## src/rtl/core/scipdec_pkg.sv

```systemverilog
// scipdec_pkg: shared types and constants for the six-bit range stream decoder
// no dependencies; used by rtl/core/scip_range_stream_decoder.sv
package scipdec_pkg;

  localparam int CHAR_W   = 8;
  localparam int DIGIT_W  = 6;
  localparam int VALUE_W  = 24;
  localparam int INDEX_W  = 11;
  localparam int CPV_W    = 3;
  localparam int REPS_W   = 7;
  localparam int CFG_IDX_W = 1;
  localparam int CFG_DATA_W = 7;

  localparam logic [CHAR_W-1:0]  CHAR_BIAS = 8'h30;
  localparam logic [DIGIT_W-1:0] DIGIT_BIAS = 6'h30;

  localparam logic [CPV_W-1:0]  CPV_MIN  = 3'd2;
  localparam logic [CPV_W-1:0]  CPV_MAX  = 3'd4;
  localparam logic [CPV_W-1:0]  CPV_RST  = 3'd3;
  localparam logic [REPS_W-1:0] REPS_MIN = 7'd1;
  localparam logic [REPS_W-1:0] REPS_MAX = 7'd64;
  localparam logic [REPS_W-1:0] REPS_RST = 7'd1;

  typedef enum logic [CFG_IDX_W-1:0] {
    CFG_CHARS_PER_VALUE = 1'b0,
    CFG_CLUSTER_COUNT   = 1'b1
  } cfg_idx_t;

  typedef enum logic {
    KIND_RANGE    = 1'b0,
    KIND_CHECKSUM = 1'b1
  } kind_t;

  // decoder state carried between characters
  typedef struct packed {
    logic [VALUE_W-1:0] partial_value;
    logic [1:0]         digit_count;
    logic [DIGIT_W-1:0] line_sum;
    logic [INDEX_W-1:0] sample_count;
    logic               overflow_seen;
  } dec_state_t;

endpackage

```

## src/rtl/core/scip_range_stream_decoder.sv

```systemverilog
// scip_range_stream_decoder: six-bit character decoder for rangefinder scan data
// depends on rtl/core/scipdec_pkg.sv
//
//  channel | direction | handshake          | payload
//  --------+-----------+--------------------+---------------------------------------------
//  in_     | input     | in_valid/in_stall  | char_code, is_checksum, scan_start
//  out_    | output    | out_valid/out_stall| kind, range_value, sample_index, checksum_ok,
//          |           |                    | index_overflow, last_of_run
//  cfg_    | input     | cfg_wr_en          | cfg_index, cfg_wdata
//
// one character is taken per cycle unless stalled; its first result is registered next cycle
// a completed value with cluster count n occupies the output register for n beats, and the
// input is held (in_stall high) until the last copy is loaded
// rst_n is synchronous: clears decoder state, the output valid and loads register defaults
// in_stall: a beat is taken with no copies pending and the output register empty or draining

module scip_range_stream_decoder #(
  parameter int MAX_SAMPLES = 2048
) (
  input  logic                                 clk,
  input  logic                                 rst_n,
  input  logic                                 cfg_wr_en,
  input  logic [scipdec_pkg::CFG_IDX_W-1:0]    cfg_index,
  input  logic [scipdec_pkg::CFG_DATA_W-1:0]   cfg_wdata,
  input  logic                                 in_valid,
  output logic                                 in_stall,
  input  logic [scipdec_pkg::CHAR_W-1:0]       in_char_code,
  input  logic                                 in_is_checksum,
  input  logic                                 in_scan_start,
  output logic                                 out_valid,
  input  logic                                 out_stall,
  output logic                                 out_kind,
  output logic [scipdec_pkg::VALUE_W-1:0]      out_range_value,
  output logic [scipdec_pkg::INDEX_W-1:0]      out_sample_index,
  output logic                                 out_checksum_ok,
  output logic                                 out_index_overflow,
  output logic                                 out_last_of_run
);

  localparam int TOP_LIM = (MAX_SAMPLES > 2048) ? 2048 : MAX_SAMPLES;
  localparam logic [scipdec_pkg::INDEX_W-1:0] TOP_INDEX =
    scipdec_pkg::INDEX_W'(TOP_LIM - 1);

  logic [scipdec_pkg::CPV_W-1:0]  cpv_r;
  logic [scipdec_pkg::REPS_W-1:0] reps_r;

  scipdec_pkg::dec_state_t st_r, st_nxt, st_base;

  logic [scipdec_pkg::REPS_W-1:0] rep_left_r, rep_left_nxt;

  logic                             out_valid_r, out_valid_nxt;
  scipdec_pkg::kind_t               out_kind_r, out_kind_nxt;
  logic [scipdec_pkg::VALUE_W-1:0]  out_value_r, out_value_nxt;
  logic [scipdec_pkg::INDEX_W-1:0]  out_index_r, out_index_nxt;
  logic                             out_ok_r, out_ok_nxt;
  logic                             out_ovf_r, out_ovf_nxt;
  logic                             out_last_r, out_last_nxt;

  logic in_accept, out_take, rep_step;
  logic [scipdec_pkg::CPV_W-1:0]   cpv_c;
  logic [scipdec_pkg::REPS_W-1:0]  reps_c;
  logic [scipdec_pkg::DIGIT_W-1:0] digit;
  logic [scipdec_pkg::VALUE_W-1:0] shifted;
  logic [2:0]                      n_digits;
  logic [scipdec_pkg::CHAR_W-1:0]  expect_char;
  logic [scipdec_pkg::INDEX_W-1:0] copy_index;
  logic                            copy_ovf;
  logic [scipdec_pkg::INDEX_W-1:0] copy_index_nxt;
  logic                            copy_ovf_nxt;

  assign out_take  = out_valid_r && !out_stall;
  assign in_accept = in_valid && !in_stall;
  assign in_stall  = (rep_left_r != '0) || (out_valid_r && out_stall);
  assign rep_step  = out_take && (rep_left_r != '0);

  always_comb begin
    if (cpv_r < scipdec_pkg::CPV_MIN) begin
      cpv_c = scipdec_pkg::CPV_MIN;
    end else if (cpv_r > scipdec_pkg::CPV_MAX) begin
      cpv_c = scipdec_pkg::CPV_MAX;
    end else begin
      cpv_c = cpv_r;
    end
    if (reps_r < scipdec_pkg::REPS_MIN) begin
      reps_c = scipdec_pkg::REPS_MIN;
    end else if (reps_r > scipdec_pkg::REPS_MAX) begin
      reps_c = scipdec_pkg::REPS_MAX;
    end else begin
      reps_c = reps_r;
    end
  end

  // scan start clears state before the beat is taken
  always_comb begin
    if (in_scan_start) begin
      st_base = '0;
    end else begin
      st_base = st_r;
    end
  end

  assign digit       = in_char_code[scipdec_pkg::DIGIT_W-1:0] - scipdec_pkg::DIGIT_BIAS;
  assign shifted     = {st_base.partial_value[scipdec_pkg::VALUE_W-scipdec_pkg::DIGIT_W-1:0],
                        digit};
  assign n_digits    = {1'b0, st_base.digit_count} + 3'd1;
  assign expect_char = {2'b00, st_base.line_sum} + scipdec_pkg::CHAR_BIAS;

  // index of the copy about to be loaded, and what follows it
  always_comb begin
    if (in_accept) begin
      copy_index = st_base.sample_count;
      copy_ovf   = st_base.overflow_seen;
    end else begin
      copy_index = st_r.sample_count;
      copy_ovf   = st_r.overflow_seen;
    end
    if (copy_index < TOP_INDEX) begin
      copy_index_nxt = copy_index + 11'd1;
      copy_ovf_nxt   = copy_ovf;
    end else begin
      copy_index_nxt = copy_index;
      copy_ovf_nxt   = 1'b1;
    end
  end

  always_comb begin
    st_nxt        = st_r;
    rep_left_nxt  = rep_left_r;
    out_valid_nxt = out_valid_r;
    out_kind_nxt  = out_kind_r;
    out_value_nxt = out_value_r;
    out_index_nxt = out_index_r;
    out_ok_nxt    = out_ok_r;
    out_ovf_nxt   = out_ovf_r;
    out_last_nxt  = out_last_r;

    if (out_take) begin
      out_valid_nxt = 1'b0;
    end

    if (in_accept) begin
      st_nxt = st_base;
      if (in_is_checksum) begin
        st_nxt.line_sum = '0;
        out_valid_nxt   = 1'b1;
        out_kind_nxt    = scipdec_pkg::KIND_CHECKSUM;
        out_value_nxt   = '0;
        out_index_nxt   = st_base.sample_count;
        out_ok_nxt      = (in_char_code == expect_char);
        out_ovf_nxt     = st_base.overflow_seen;
        out_last_nxt    = 1'b1;
        rep_left_nxt    = '0;
      end else begin
        st_nxt.line_sum = st_base.line_sum + in_char_code[scipdec_pkg::DIGIT_W-1:0];
        if (n_digits < cpv_c) begin
          st_nxt.partial_value = shifted;
          st_nxt.digit_count   = n_digits[1:0];
        end else begin
          st_nxt.partial_value = '0;
          st_nxt.digit_count   = '0;
          st_nxt.sample_count  = copy_index_nxt;
          st_nxt.overflow_seen = copy_ovf_nxt;
          out_valid_nxt        = 1'b1;
          out_kind_nxt         = scipdec_pkg::KIND_RANGE;
          out_value_nxt        = (cpv_c == scipdec_pkg::CPV_MAX) ? shifted
                                                               : {8'h00, shifted[15:0]};
          out_index_nxt        = copy_index;
          out_ok_nxt           = 1'b0;
          out_ovf_nxt          = copy_ovf;
          out_last_nxt         = (reps_c == scipdec_pkg::REPS_MIN);
          rep_left_nxt         = reps_c - scipdec_pkg::REPS_MIN;
        end
      end
    end else if (rep_step) begin
      // next copy of the held value
      st_nxt.sample_count  = copy_index_nxt;
      st_nxt.overflow_seen = copy_ovf_nxt;
      out_valid_nxt        = 1'b1;
      out_index_nxt        = copy_index;
      out_ovf_nxt          = copy_ovf;
      out_last_nxt         = (rep_left_r == scipdec_pkg::REPS_MIN);
      rep_left_nxt         = rep_left_r - scipdec_pkg::REPS_MIN;
    end
  end

  always_ff @(posedge clk) begin
    if (!rst_n) begin
      cpv_r       <= scipdec_pkg::CPV_RST;
      reps_r      <= scipdec_pkg::REPS_RST;
      st_r        <= '0;
      rep_left_r  <= '0;
      out_valid_r <= 1'b0;
    end else begin
      if (cfg_wr_en) begin
        unique case (scipdec_pkg::cfg_idx_t'(cfg_index))
          scipdec_pkg::CFG_CHARS_PER_VALUE: cpv_r  <= cfg_wdata[scipdec_pkg::CPV_W-1:0];
          scipdec_pkg::CFG_CLUSTER_COUNT:   reps_r <= cfg_wdata;
          default: ;
        endcase
      end
      st_r        <= st_nxt;
      rep_left_r  <= rep_left_nxt;
      out_valid_r <= out_valid_nxt;
    end
  end

  always_ff @(posedge clk) begin
    out_kind_r  <= out_kind_nxt;
    out_value_r <= out_value_nxt;
    out_index_r <= out_index_nxt;
    out_ok_r    <= out_ok_nxt;
    out_ovf_r   <= out_ovf_nxt;
    out_last_r  <= out_last_nxt;
  end

  assign out_valid          = out_valid_r;
  assign out_kind           = out_kind_r;
  assign out_range_value    = out_value_r;
  assign out_sample_index   = out_index_r;
  assign out_checksum_ok    = out_ok_r;
  assign out_index_overflow = out_ovf_r;
  assign out_last_of_run    = out_last_r;

  // pending copies always sit behind a shown, non-final copy
  a_rep_needs_valid: assert property (@(posedge clk) disable iff (!rst_n)
    (rep_left_r != '0) |-> (out_valid_r && !out_last_r))
    else $error("copies pending without a shown non-final copy");

  a_ovf_top: assert property (@(posedge clk) disable iff (!rst_n)
    (out_valid_r && out_ovf_r) |-> (out_index_r == TOP_INDEX))
    else $error("overflow flagged below top index");

  a_cksum_shape: assert property (@(posedge clk) disable iff (!rst_n)
    (out_valid_r && out_kind_r == scipdec_pkg::KIND_CHECKSUM)
      |-> (out_last_r && out_value_r == '0))
    else $error("checksum result with value or not last");

  a_range_no_ok: assert property (@(posedge clk) disable iff (!rst_n)
    (out_valid_r && out_kind_r == scipdec_pkg::KIND_RANGE) |-> !out_ok_r)
    else $error("range result with checksum flag");

  a_copy_index_step: assert property (@(posedge clk) disable iff (!rst_n)
    (rep_step && !out_ovf_r && out_index_r != TOP_INDEX)
      |=> (out_index_r == $past(out_index_r) + 11'd1))
    else $error("repeated copy index did not advance");

endmodule
```

## config.mk

```make
export PLATFORM = sky130hd
export DESIGN_NAME = scip_range_stream_decoder
export DESIGN_NICKNAME = d
export VERILOG_FILES = /design/src/rtl/core/scipdec_pkg.sv /design/src/rtl/core/scip_range_stream_decoder.sv
export SDC_FILE = /design/constraint.sdc
export NUM_CORES = 1
export LEC_CHECK = 0
export BUFFER_PORTS_ARGS = -buffer_cell sky130_fd_sc_hd__buf_2
export CAP_MARGIN = 25
export CORE_MARGIN = 3
export CORE_UTILIZATION = 60
export DETAILED_ROUTE_END_ITERATION = 8
export PLACE_DENSITY = 0.83
export SLEW_MARGIN = 20
export SYNTH_ARGS = -nofsm -noshare
export SYNTH_HDL_FRONTEND = slang
export SYNTH_SLANG_ARGS = --single-unit
```

## constraint.sdc

```tcl
create_clock -name clk -period 5.7 [get_ports clk]
set_input_delay 1.14 -clock clk [delete_from_list [all_inputs] [get_ports clk]]
set_output_delay 1.14 -clock clk [all_outputs]
set_load 0.01 [all_outputs]
```

## Word level (Yosys, flattened, before mapping)

Cells that the tools add are included.

- Flip-flop bits (word level): 95
- Input port bits: 23
- Output and inout bits: 41

- Add/subtract/negate cells: 7
- Order comparisons: 6
- Equality and inequality tests: 6
- Muxes and demuxes: 41
- Bitwise operators: 1
- Reductions and logical operators: 13

Operator list:

| cell | count |
|---|---|
| two-way mux 11 bit | 6 |
| two-way mux 12 bit | 4 |
| two-way mux 24 bit | 2 |
| two-way mux 7 bit | 6 |
| two-way mux 20 bit | 2 |
| two-way mux 38 bit | 1 |
| two-way mux 1 bit | 17 |
| equality test 7 x 1 -> 1 bit (second input constant) | 2 |
| subtractor 7 x 1 -> 7 bit (second input constant) | 2 |
| adder 11 x 1 -> 11 bit (second input constant) | 1 |
| less-than comparator 11 bit (second input constant) | 1 |
| equality test 8 x 7 -> 1 bit | 1 |
| AND reduction 2 bit | 4 |
| adder 6 x 6 -> 7 bit (second input constant) | 1 |
| > comparator 7 bit (second input constant) | 1 |
| less-than comparator 7 x 1 -> 1 bit (second input constant) | 1 |
| nonzero test 7 bit | 1 |
| adder 6 bit | 1 |
| two-way mux 3 bit | 2 |
| two-way mux 6 bit | 1 |
| subtractor 6 bit (second input constant) | 1 |
| logical AND 1 bit | 4 |
| adder 2 x 1 -> 3 bit (second input constant) | 1 |
| equality test 3 bit (second input constant) | 1 |
| other kinds (9) | 10 |

## Depth between registers and ports, before layout

Gate-level depths: netlist of the first run.

- Depth in word-level cells: 10
- Gate-level depth with buffers: 10
- Gate-level depth less buffers: 9

## Worst setup path before layout of the first run

No wires, ideal clock.

- Path type: input-to-reg
- Start: in in_scan_start
- End: reg out_ovf_r (netlist: out_index_overflow) (enable)
- Setup time: 0.264 ns
- Arrival: 3.417 ns
- Required time: 5.436 ns
- Slack: 2.019 ns
- Cell stages on the path: 10
- Path buffers: 2
- Cells stage by stage: clkbuf_1 -> nor2b_1 -> ha_1 -> ha_1 -> or4b_1 -> o22a_1 -> o21ai_2 -> and2_1 -> buf_2 -> inv_2

- Cells in the longest elaborated chain, start to end: 5

RTL lines:

| item | line | text |
|---|---|---|
| start: declaration | scip_range_stream_decoder.sv:29 | `input logic in_scan_start,` |
| two-way mux 38 bit | scip_range_stream_decoder.sv:95 | `if (in_scan_start) begin` |
| adder 2 x 1 -> 3 bit | scip_range_stream_decoder.sv:105 | `assign n_digits = {1'b0, st_base.digit_count} + 3'd1;` |
| less-than comparator 3 bit | scip_range_stream_decoder.sv:155 | `if (n_digits < cpv_c) begin` |
| inequality test 3 bit (no line) | -- |  |
| AND reduction 2 bit (no line) | -- |  |
| end signal: assignment | scip_range_stream_decoder.sv:212 | `out_ovf_r <= out_ovf_nxt;` |
| end: declaration | scip_range_stream_decoder.sv:56 | `logic out_ovf_r, out_ovf_nxt;` |

Every way passes these cells.
A chain may end at the register's enable or synchronous reset.

## Worst setup path in the final report of the first run

- Start: in in_scan_start
- End: reg out_index_r, in the netlist out_sample_index[2] (enable)

- Cells in the longest elaborated chain, start to end: 5

RTL lines:

| item | line | text |
|---|---|---|
| two-way mux 38 bit | scip_range_stream_decoder.sv:95 |  |
| adder 2 x 1 -> 3 bit | scip_range_stream_decoder.sv:105 |  |
| less-than comparator 3 bit | scip_range_stream_decoder.sv:155 |  |
| inequality test 3 bit (no line) | -- |  |
| AND reduction 2 bit (no line) | -- |  |
| end signal: assignment | scip_range_stream_decoder.sv:210 | `out_index_r <= out_index_nxt;` |
| end: declaration | scip_range_stream_decoder.sv:54 | `logic [scipdec_pkg::INDEX_W-1:0] out_index_r, out_index_nxt;` |

Every way passes these cells.

==> results of run 1 <==
[Yosys cell counts, types with 6 or more instances]
library cell  count  area, um2
and2_1           21        131
nand2_1          36        135
nor2b_1          12       75.1
nand4_1           7       43.8
nand3_1          21        105
dfxtp_1          56       1120
a31oi_1           8       50.1
nor2_1           46        173
a22oi_1          21        158
edfxtp_1         39       1170
clkbuf_1         22       82.6
inv_1            14       52.6
nor3_1            6       30.0
a21oi_1          27        135
nor4_1            7       43.8
and3_1           13       81.3
ha_1             14        175
nand2b_1          7       43.8
xnor2_1           7       61.3
o21ai_1           7       35.0
[cells in the final DEF (no fill, tap or decap), types with 6 or more instances in the layout]
cell	n
nor3_1	6
nor2_1	46
and2_1	21
xnor2_1	7
nor4_1	7
nand2_1	36
ha_1	14
dfxtp_1	56
a22oi_1	21
nand2b_1	7
clkbuf_8	9
nand3_1	21
o21ai_1	7
and3_1	13
nor2b_1	12
nand4_1	7
edfxtp_1	39
a21oi_1	27
buf_2	63
a31oi_1	8
inv_1	14
[worst min-delay path, delay by kind of cell, from the launching register on]
family,cells,cell delay (ns)
AND/OR/NAND/NOR,1,0.05
AO/OA/AOI/OAI,1,0.05
flip-flops,1,0.32
[metal layers]
layer,track usage,up-vias
met3,0.0479,16
met4,0.0891,0
met5,0,-
li1,-,1794
met1,0.273,1685
met2,0.368,127
[kinds of logic (layout without fill, tap and decap cells)]
| logic type | Yosys count | after routing | synth area share |
|---|---|---|---|
| buf+inv | 42 | 99 | 0.0371 |
| flops | 95 | 95 | 0.507 |
| simple gates | 197 | 197 | 0.235 |
| compound gates | 101 | 101 | 0.153 |
| mux | 3 | 3 | 0.00665 |
| fa+ha+maj | 15 | 15 | 0.0432 |
| xor+xnor | 9 | 9 | 0.0174 |
[worst paths after layout]
check / from / end / slack (ns) / depth (start not counted)
max: in_scan_start / out_sample_index[2] / 2.02 / 9
min: st_r[19] / st_r[19] / 0.46 / 2
max reg2reg: st_r[18] / out_sample_index[2] / 2.71 / 8
min reg2reg: st_r[19] / st_r[19] / 0.46 / 2
[power by group through the flow]
stage / clock network (mW) / logic (mW) / registers (mW)
2_1_floorplan: 0 / 0.457 / 1.01
3_3_place_gp: 0 / 0.710 / 0.959
3_5_place_dp: 0 / 0.728 / 0.964
4_1_cts: 0.438 / 0.730 / 0.948
5_1_grt: 0.464 / 0.802 / 0.965
6_report: 0.431 / 0.732 / 0.949
[cell type report]
| type | instances | share of cell area |
|---|---|---|
| repair buffers | 66 | 0.0666 |
| inverters | 17 | 0.0126 |
| multi-input cells | 325 | 0.406 |
| clock buffers | 9 | 0.0244 |
| flip-flops and latches | 95 | 0.452 |
| clock inverters | 7 | 0.0141 |
| well taps | 99 | 0.0244 |
[registers in the layout (all words and copies together) (netlist names), named ones only]
register / flops
cpv_r: 3
out_checksum_ok: 1
out_index_overflow: 1
out_kind: 1
out_last_of_run: 1
out_range_value: 24
out_sample_index: 11
rep_left_r: 7
reps_r: 7
st_r: 38
[through the flow]
step	cell area, um2	setup slack, ns	instances	util
5_1_grt	5070	1.84	618	0.695
4_1_cts	5070	2.05	618	0.695
2_1_floorplan	4520	2.02	462	-
3_3_place_gp	4880	1.79	602	0.669
6_report	5070	2.02	618	0.695
3_5_place_dp	4880	1.67	602	0.669
==> impl_metrics.env, run 1 <==
export IMPL_status="finished, final reports clean"
export IMPL_worst_path_largest_cell_delay_ns=0.53
export IMPL_grt_usage=0.219
export IMPL_synth_area_um2=4520
export IMPL_drt_initial_drc_count=206
export IMPL_die_h_um=92.8
export IMPL_pwr_density_cell_nw_per_um2=416
export IMPL_finalSetupTns_ns=0
export IMPL_intPower_mw=1.31
export IMPL_syn_nets=500
export IMPL_skew_ns=0.0124
export IMPL_design_power_total_mw=2.11
export IMPL_crit_top_cell="ha_1"
export IMPL_switching_share=0.378
export IMPL_dr_max_layer_used="met4"
export IMPL_wirelength_um=9230
export IMPL_period_needed_ns=3.68
export IMPL_peakVddDrop_mv=0.194
export IMPL_grt_pass1_wl_um=15200
export IMPL_crit_chain="buf_2, nor2b_1, ha_1, ha_1, or4b_1, o22a_1, o21ai_2, and2_1, inv_2"
export IMPL_layout_drive_gt1_share=0.183
export IMPL_met1Wirelength_um=3990
export IMPL_ant_nets=0
export IMPL_initial_core_util=0.620
export IMPL_clockRootBuffer="clkbuf_8"
export IMPL_coreArea_um2=7290
export IMPL_hp_class="flop to flop"
export IMPL_crit_required_ns=5.79
export IMPL_max_freq_mhz=271
export IMPL_area_delta_synth_final_pct=12.2
export IMPL_drc=0
export IMPL_cp_slowest_cell="or4b_1"
export IMPL_multi_input_area_um2=2060
export IMPL_tightestPinTransition_ns=1.01
export IMPL_ctsHoldBuffers=0
export IMPL_crit_buf_inv=2
export IMPL_via_per_inst=5.86
export IMPL_crit_family="simple AND/OR/NAND/NOR gates"
export IMPL_grt_pass1_vias=3359
export IMPL_crit_path_start_kind="input port"
export IMPL_routed_wl_met2_um=4520
export IMPL_ys_warn_count=0
export IMPL_synth_main_ff_cell="dfxtp_1"
export IMPL_grt_max_degree=44
export IMPL_avgRoutedWirePerCell_um=14.9
export IMPL_io_pins=64
export IMPL_num_vias=3622
export IMPL_cts_resized=0
export IMPL_clkLatencyLatePin_ns=0.37
export IMPL_rsz0062_at_grt="no"
export IMPL_synth_async_reset_ratio=0
export IMPL_hold_ws_ns=0.457
export IMPL_yosysUniqueCellTypes=65
export IMPL_cts_tree="done"
export IMPL_antennaDiodeCount=0
export IMPL_synth_edf_count=39
export IMPL_switchingPower_mw=0.797
export IMPL_arrival_ns=3.77
export IMPL_cts_made_buffers=9
export IMPL_power_leakage_nw=2.05
export IMPL_maxSlewHeadroom=0.326
export IMPL_die_area_um2=8610
export IMPL_h_tree_depth=3
export IMPL_path_class="input port to flop"
export IMPL_postCtsSetupBuffers=0
export IMPL_p_seq_frac=0.449
export IMPL_grt_remaining_overflow=0
export IMPL_finalHoldViolCount=0
export IMPL_io_buffers=63
export IMPL_fp_dieW_um=92.8
export IMPL_period_share=0.646
export IMPL_clkTransAtPathRegs_ns=0.10
export IMPL_cp_max_fo=17
export IMPL_rows=31
export IMPL_clockBufferDepth=2
export IMPL_crit_path_end_kind="flop"
export IMPL_gp_congestion=0.907
export IMPL_syn_inst=462
export IMPL_max_cap_violations=0
export IMPL_antenna_found_initial=0
export IMPL_power_share_clock=0.204
export IMPL_fillers=574
export IMPL_maxSlewViolCount=0
export IMPL_firstDrtPassIters=5
export IMPL_setup_violations=0
export IMPL_cts_sinks=95
export IMPL_yosysSeqAreaShare=0.507
export IMPL_wl_met3_um=550
export IMPL_syn_avg_cell_area_um2=9.78
export IMPL_p_comb_frac=0.346
export IMPL_dp_hpwl_um=6420
export IMPL_seqCellArea_um2=2290
export IMPL_fin_nets=552
export IMPL_synth_seq_cells=95
Power figures use the tool's default switching activity.
==> run 2, diff against run 1 <==
Settings changed: ABC_AREA from default to 1, CORE_UTILIZATION 60 to 52, PLACE_DENSITY 0.83 to 0.76.
Clock period 5.7 ns to 3.25 ns, I/O delays scaled along.
==> impl_metrics.env, run 2 <==
export IMPL_crit_path_start_kind="input port"
export IMPL_dp_hpwl_um=7330
export IMPL_drc=0
export IMPL_crit_required_ns=3.28
export IMPL_initial_core_util=0.543
export IMPL_die_h_um=102
export IMPL_die_area_um2=10500
export IMPL_pwr_density_cell_nw_per_um2=884
export IMPL_skew_ns=0.0149
export IMPL_peakVddDrop_mv=0.336
export IMPL_layout_drive_gt1_share=0.180
export IMPL_clockRootBuffer="clkbuf_8"
export IMPL_placed_area_um2=5200
export IMPL_cts_resized=0
export IMPL_grt_usage=0.208
export IMPL_synth_area_um2=4830
export IMPL_syn_inst=587
export IMPL_top_register="st_r"
export IMPL_fin_nets=678
export IMPL_gp_congestion=0.888
export IMPL_postCtsSetupBuffers=0
export IMPL_antennaDiodeCount=0
export IMPL_mostFrequentLayoutCell="nand2_1"
export IMPL_rr_startpoint="st_r[19]"
export IMPL_antenna_found_initial=0
export IMPL_maxSlewViolCount=0
export IMPL_synth_edf_count=39
export IMPL_firstDrtPassIters=5
export IMPL_grt_pass1_vias=3845
export IMPL_rrSetupSlack_ns=1.04
export IMPL_drt_initial_drc_count=245
export IMPL_ctsHoldBuffers=0
export IMPL_period_share=0.781
export IMPL_crit_chain="buf_2, nor2_1, ha_1, ha_1, nand3_1, nand2_1, clkinv_1, nand2_1, nand2_2, inv_1, buf_4"
export IMPL_fin_util=0.605
export IMPL_worst_path_largest_cell_delay_ns=0.35
export IMPL_synth_main_ff_cell="dfxtp_1"
export IMPL_rows=34
export IMPL_stdcell_area_um2=5380
export IMPL_ant_nets=0
export IMPL_power_leakage_nw=2.31
export IMPL_finalHoldViolCount=0
export IMPL_cp_max_fo=26
export IMPL_hp_class="flop to flop"
export IMPL_setup_violations=0
export IMPL_grt_max_degree=36
export IMPL_grt_remaining_overflow=0
export IMPL_largest_register_ffs=38
export IMPL_crit_end="out_range_value[23]"
export IMPL_tightestPinTransition_ns=0.557
export IMPL_cp_slowest_cell="ha_1"
export IMPL_finalSetupTns_ns=0
export IMPL_status="finished, final reports clean"
export IMPL_synth_seq_cells=95
export IMPL_arrival_ns=2.57
export IMPL_yosys_top_cells_count="nand2_1 (119), inv_1 (59), dfxtp_1 (56), nor2_1 (53), a21oi_1 (51)"
export IMPL_yosysUniqueCellTypes=41
export IMPL_via_per_inst=5.51
export IMPL_clkLatencyLatePin_ns=0.36
export IMPL_yosysSeqAreaShare=0.474
export IMPL_num_vias=4150
export IMPL_io_pins=64
export IMPL_coreArea_um2=8890
export IMPL_syn_nets=625
export IMPL_yosys_top_cells_area="edfxtp_1 (24%), dfxtp_1 (23%), nand2_1 (9.2%)"
export IMPL_critPathLaunch="in_scan_start"
export IMPL_max_freq_mhz=394
export IMPL_syn_avg_cell_area_um2=8.23
export IMPL_cts_sinks=95
export IMPL_post_synth_top_area_fraction=0.242
export IMPL_io_buffers=63
export IMPL_wirelength_um=10400
export IMPL_fp_dieW_um=102
export IMPL_area_delta_synth_final_pct=11.3
export IMPL_r2r_cells=11
export IMPL_period_needed_ns=2.54
export IMPL_path_class="input port to flop"
export IMPL_cts_tree="done"
export IMPL_max_cap_violations=0
export IMPL_maxSlewHeadroom=0.628
export IMPL_grt_pass1_wl_um=17500
export IMPL_synth_async_reset_ratio=0
export IMPL_clkTransAtPathRegs_ns=0.09
export IMPL_rsz0062_at_grt="no"
export IMPL_ys_warn_count=0
export IMPL_avgRoutedWirePerCell_um=13.8
export IMPL_yosysMostFrequentCell="nand2_1"
export IMPL_crit_path_end_kind="flop"
export IMPL_timing_rr_end="out_range_value[23]"
export IMPL_clockBufferDepth=2
export IMPL_fillers=799
export IMPL_h_tree_depth=3
export IMPL_final_cell_mix="nand2_1 (119), buf_2 (63), inv_1 (59), dfxtp_1 (56), nor2_1 (53)"
export IMPL_yosysTopAreaCell="edfxtp_1"
export IMPL_cts_made_buffers=9
## run 2: final cells by class
class	instances	area (um2)	share of cell area
Clock buffer	10	138	0.0256
Clock inverter	6	42.5	0.00791
Inverter	66	250	0.0465
Multi-Input combinational cell	399	2160	0.401
Sequential cell	95	2290	0.426
Tap cell	108	135	0.0251
Timing Repair Buffer	69	360	0.0670
## run 2: cell families after synthesis
| kind of cell | synth area share |
|---|---|
| compound gates | 0.153 |
| flops | 0.474 |
| buf+inv | 0.0787 |
| xor+xnor | 0.0218 |
| simple gates | 0.232 |
| fa+ha+maj | 0.0404 |
## run 2: worst min-delay path by stage
stage	to	cells past startpoint	slack, ns	from
finish	cpv_r[1]	2	0.46	cpv_r[1]
global route	reps_r[5]	2	0.48	reps_r[5]
global placement	st_r[0]	2	0.45	st_r[0]
CTS	cpv_r[1]	2	0.47	cpv_r[1]
floorplan	cpv_r[1]	2	0.43	cpv_r[1]
detailed placement	cpv_r[1]	2	0.45	cpv_r[1]
## run 2: metal layers
| layer | vias to the layer above | routed length, um | global-route usage |
|---|---|---|---|
| li1 | 2081 | - | - |
| met1 | 1926 | 4670 | 0.279 |
| met2 | 128 | 5010 | 0.342 |
| met3 | 15 | 548 | 0.0287 |
| met4 | 0 | 155 | 0.0797 |
| met5 | - | 0 | 0 |
## run 2: power breakdown
group	leakage (nW)	total (mW)	switching (mW)	internal, mW
Combinational	1.39	2.15	1.41	0.737
Sequential	0.828	1.88	0.195	1.69
Clock	0.0891	0.723	0.421	0.302
Total	2.31	4.75	2.03	2.73
## run 2: critical path: cells and delay by family
kind                     cells  cell delay, ns
buffers and inverters        4            0.79
adder cells (fa/ha/maj)      2            0.64
AND/OR/NAND/NOR              5            0.47
## run 2: metrics by stage
stage / hold WS, ns / setup slack [ns] / cells / total power, mW
3_5_place_dp: 0.447 / 0.350 / 737 / 4.05
5_1_grt: 0.483 / 0.508 / 753 / 5.13
2_1_floorplan: 0.429 / 0.382 / 587 / 3.55
3_3_place_gp: 0.453 / 0.456 / 737 / 3.97
6_report: 0.465 / 0.712 / 753 / 4.75
4_1_cts: 0.468 / 0.731 / 753 / 4.78
==> run 3, diff against run 2 <==
Settings changed: ABC_AREA 1 to 0, CORE_UTILIZATION 52 to 57, PLACE_DENSITY 0.76 to 0.79.
Clock period 3.25 ns to 2.5 ns, I/O delays scaled along.
==> impl_metrics.env, run 3 (synthesis results as in run 1) <==
export IMPL_postCtsSetupBuffers=0
export IMPL_clkLatencyLatePin_ns=0.38
export IMPL_setup_violations=0
export IMPL_max_freq_mhz=405
export IMPL_cts_made_buffers=9
export IMPL_maxSlewViolCount=0
export IMPL_period_share=0.987
export IMPL_clockRootBuffer="clkbuf_8"
export IMPL_grt_usage=0.229
export IMPL_final_cell_mix="buf_2 (63), dfxtp_1 (55), nor2_1 (45), edfxtp_1 (39), nand2_1 (36)"
export IMPL_cts_sinks=95
export IMPL_ant_nets=0
export IMPL_status="finished, final reports clean"
export IMPL_antennaDiodeCount=0
export IMPL_hp_class="input port to flop"
export IMPL_wirelength_um=9760
export IMPL_clockBufferDepth=2
export IMPL_fin_nets=573
export IMPL_clkTransAtPathRegs_ns=0.11
export IMPL_grt_pass1_wl_um=16100
export IMPL_max_cap_violations=0
export IMPL_dp_hpwl_um=7040
export IMPL_peakVddDrop_mv=0.633
export IMPL_coreArea_um2=7490
export IMPL_cts_tree="done"
export IMPL_mostFrequentLayoutCell="buf_2"
export IMPL_path_class="flop to flop"
export IMPL_num_vias=3737
export IMPL_grt_remaining_overflow=0
export IMPL_largest_register_ffs=38
export IMPL_die_h_um=95.0
export IMPL_finalHoldViolCount=0
export IMPL_io_buffers=63
export IMPL_stdcell_area_um2=5350
export IMPL_io_pins=64
export IMPL_grt_pass1_vias=3386
export IMPL_period_needed_ns=2.47
export IMPL_area_delta_synth_final_pct=18.4
export IMPL_pwr_density_cell_nw_per_um2=957
export IMPL_placed_area_um2=5070
export IMPL_fp_dieW_um=95.0
export IMPL_timing_rr_end="out_sample_index[9]"
export IMPL_drt_initial_drc_count=232
export IMPL_crit_path_start_kind="flop"
export IMPL_antenna_found_initial=0
export IMPL_maxSlewHeadroom=0.684
export IMPL_crit_required_ns=2.63
export IMPL_die_area_um2=9030
export IMPL_rrSetupSlack_ns=0.03
export IMPL_cp_max_fo=13
export IMPL_avgRoutedWirePerCell_um=15.3
export IMPL_drc=0
export IMPL_r2r_cells=8
export IMPL_crit_path_end_kind="flop"
export IMPL_arrival_ns=2.60
export IMPL_tightestPinTransition_ns=0.470
export IMPL_firstDrtPassIters=5
export IMPL_initial_core_util=0.604
export IMPL_rsz0062_at_grt="yes"
export IMPL_design_power_total_mw=5.12
export IMPL_gp_congestion=0.872
export IMPL_h_tree_depth=3
export IMPL_critPathLaunch="st_r[18]"
export IMPL_skew_ns=0.0152
export IMPL_top_register="st_r"
export IMPL_rr_startpoint="st_r[18]"
export IMPL_layout_drive_gt1_share=0.239
export IMPL_grt_max_degree=40
export IMPL_ctsHoldBuffers=0
export IMPL_via_per_inst=5.85
export IMPL_crit_end="out_sample_index[9]"
export IMPL_rows=31
export IMPL_power_leakage_nw=2.18
run 3: stage by stage:
step / utilization / std cells / setup WS (ns) / TNS (ns) / hold slack (ns)
6_report: 0.715 / 639 / 0.0332 / 0 / 0.365
5_1_grt: 0.715 / 639 / -0.0340 / -0.263 / 0.376
4_1_cts: 0.706 / 639 / 0.0486 / 0 / 0.356
3_5_place_dp: 0.677 / 623 / -0.251 / -12.26 / 0.460
3_3_place_gp: 0.677 / 623 / -0.176 / -8.17 / 0.444
2_1_floorplan: - / 462 / -0.199 / -8.15 / 0.427
run 3: what timing repair did:
action                     CTS  global route
pin swaps                    0             4
gates cloned                 0             0
resized for setup            1            14
setup endpoints to repair    1            51
run 3: worst min-delay path by stage:
stage	start	slack (ns)	end	depth (start not counted)
6_report	cfg_wdata[6]	0.36	reps_r[6]	3
5_1_grt	cfg_wdata[1]	0.38	cpv_r[1]	3
4_1_cts	cfg_wdata[1]	0.36	cpv_r[1]	3
3_5_place_dp	st_r[17]	0.46	st_r[17]	2
3_3_place_gp	st_r[19]	0.44	st_r[19]	2
2_1_floorplan	st_r[19]	0.43	st_r[19]	2
run 3: final cells by class:
cell class                      count  area [um2]
Clock buffer                        9         124
Clock inverter                      7        86.3
Sequential cell                    95        2290
Inverter                           17        73.8
Multi-Input combinational cell    325        2150
Fill cell                         574        2140
Timing Repair Buffer               87         499
Tap cell                           99         124
run 3: per-layer routing:
layer | up-vias | GRT usage | part of all wire
met5 | - | 0 | 0
met1 | 1747 | 0.289 | 0.42
met2 | 132 | 0.379 | 0.49
met4 | 0 | 0.107 | 0.018
met3 | 18 | 0.0442 | 0.066
li1 | 1840 | - | -
run 3: critical path: stages (launching register included):
cell and delay [ns]:
dfxtp_1 0.32, nor2b_1 0.12, ha_1 0.31, ha_2 0.19, or4b_4 0.52, o22a_4 0.25, o21ai_4 0.18, and2_4 0.25
inv_8 0.08
run 3: where the power goes:
| group | internal [mW] | switching (mW) | total [mW] |
|---|---|---|---|
| Clock | 0.402 | 0.617 | 1.02 |
| Sequential | 2.01 | 0.146 | 2.16 |
| Combinational | 0.771 | 1.17 | 1.94 |
| Total | 3.18 | 1.94 | 5.12 |
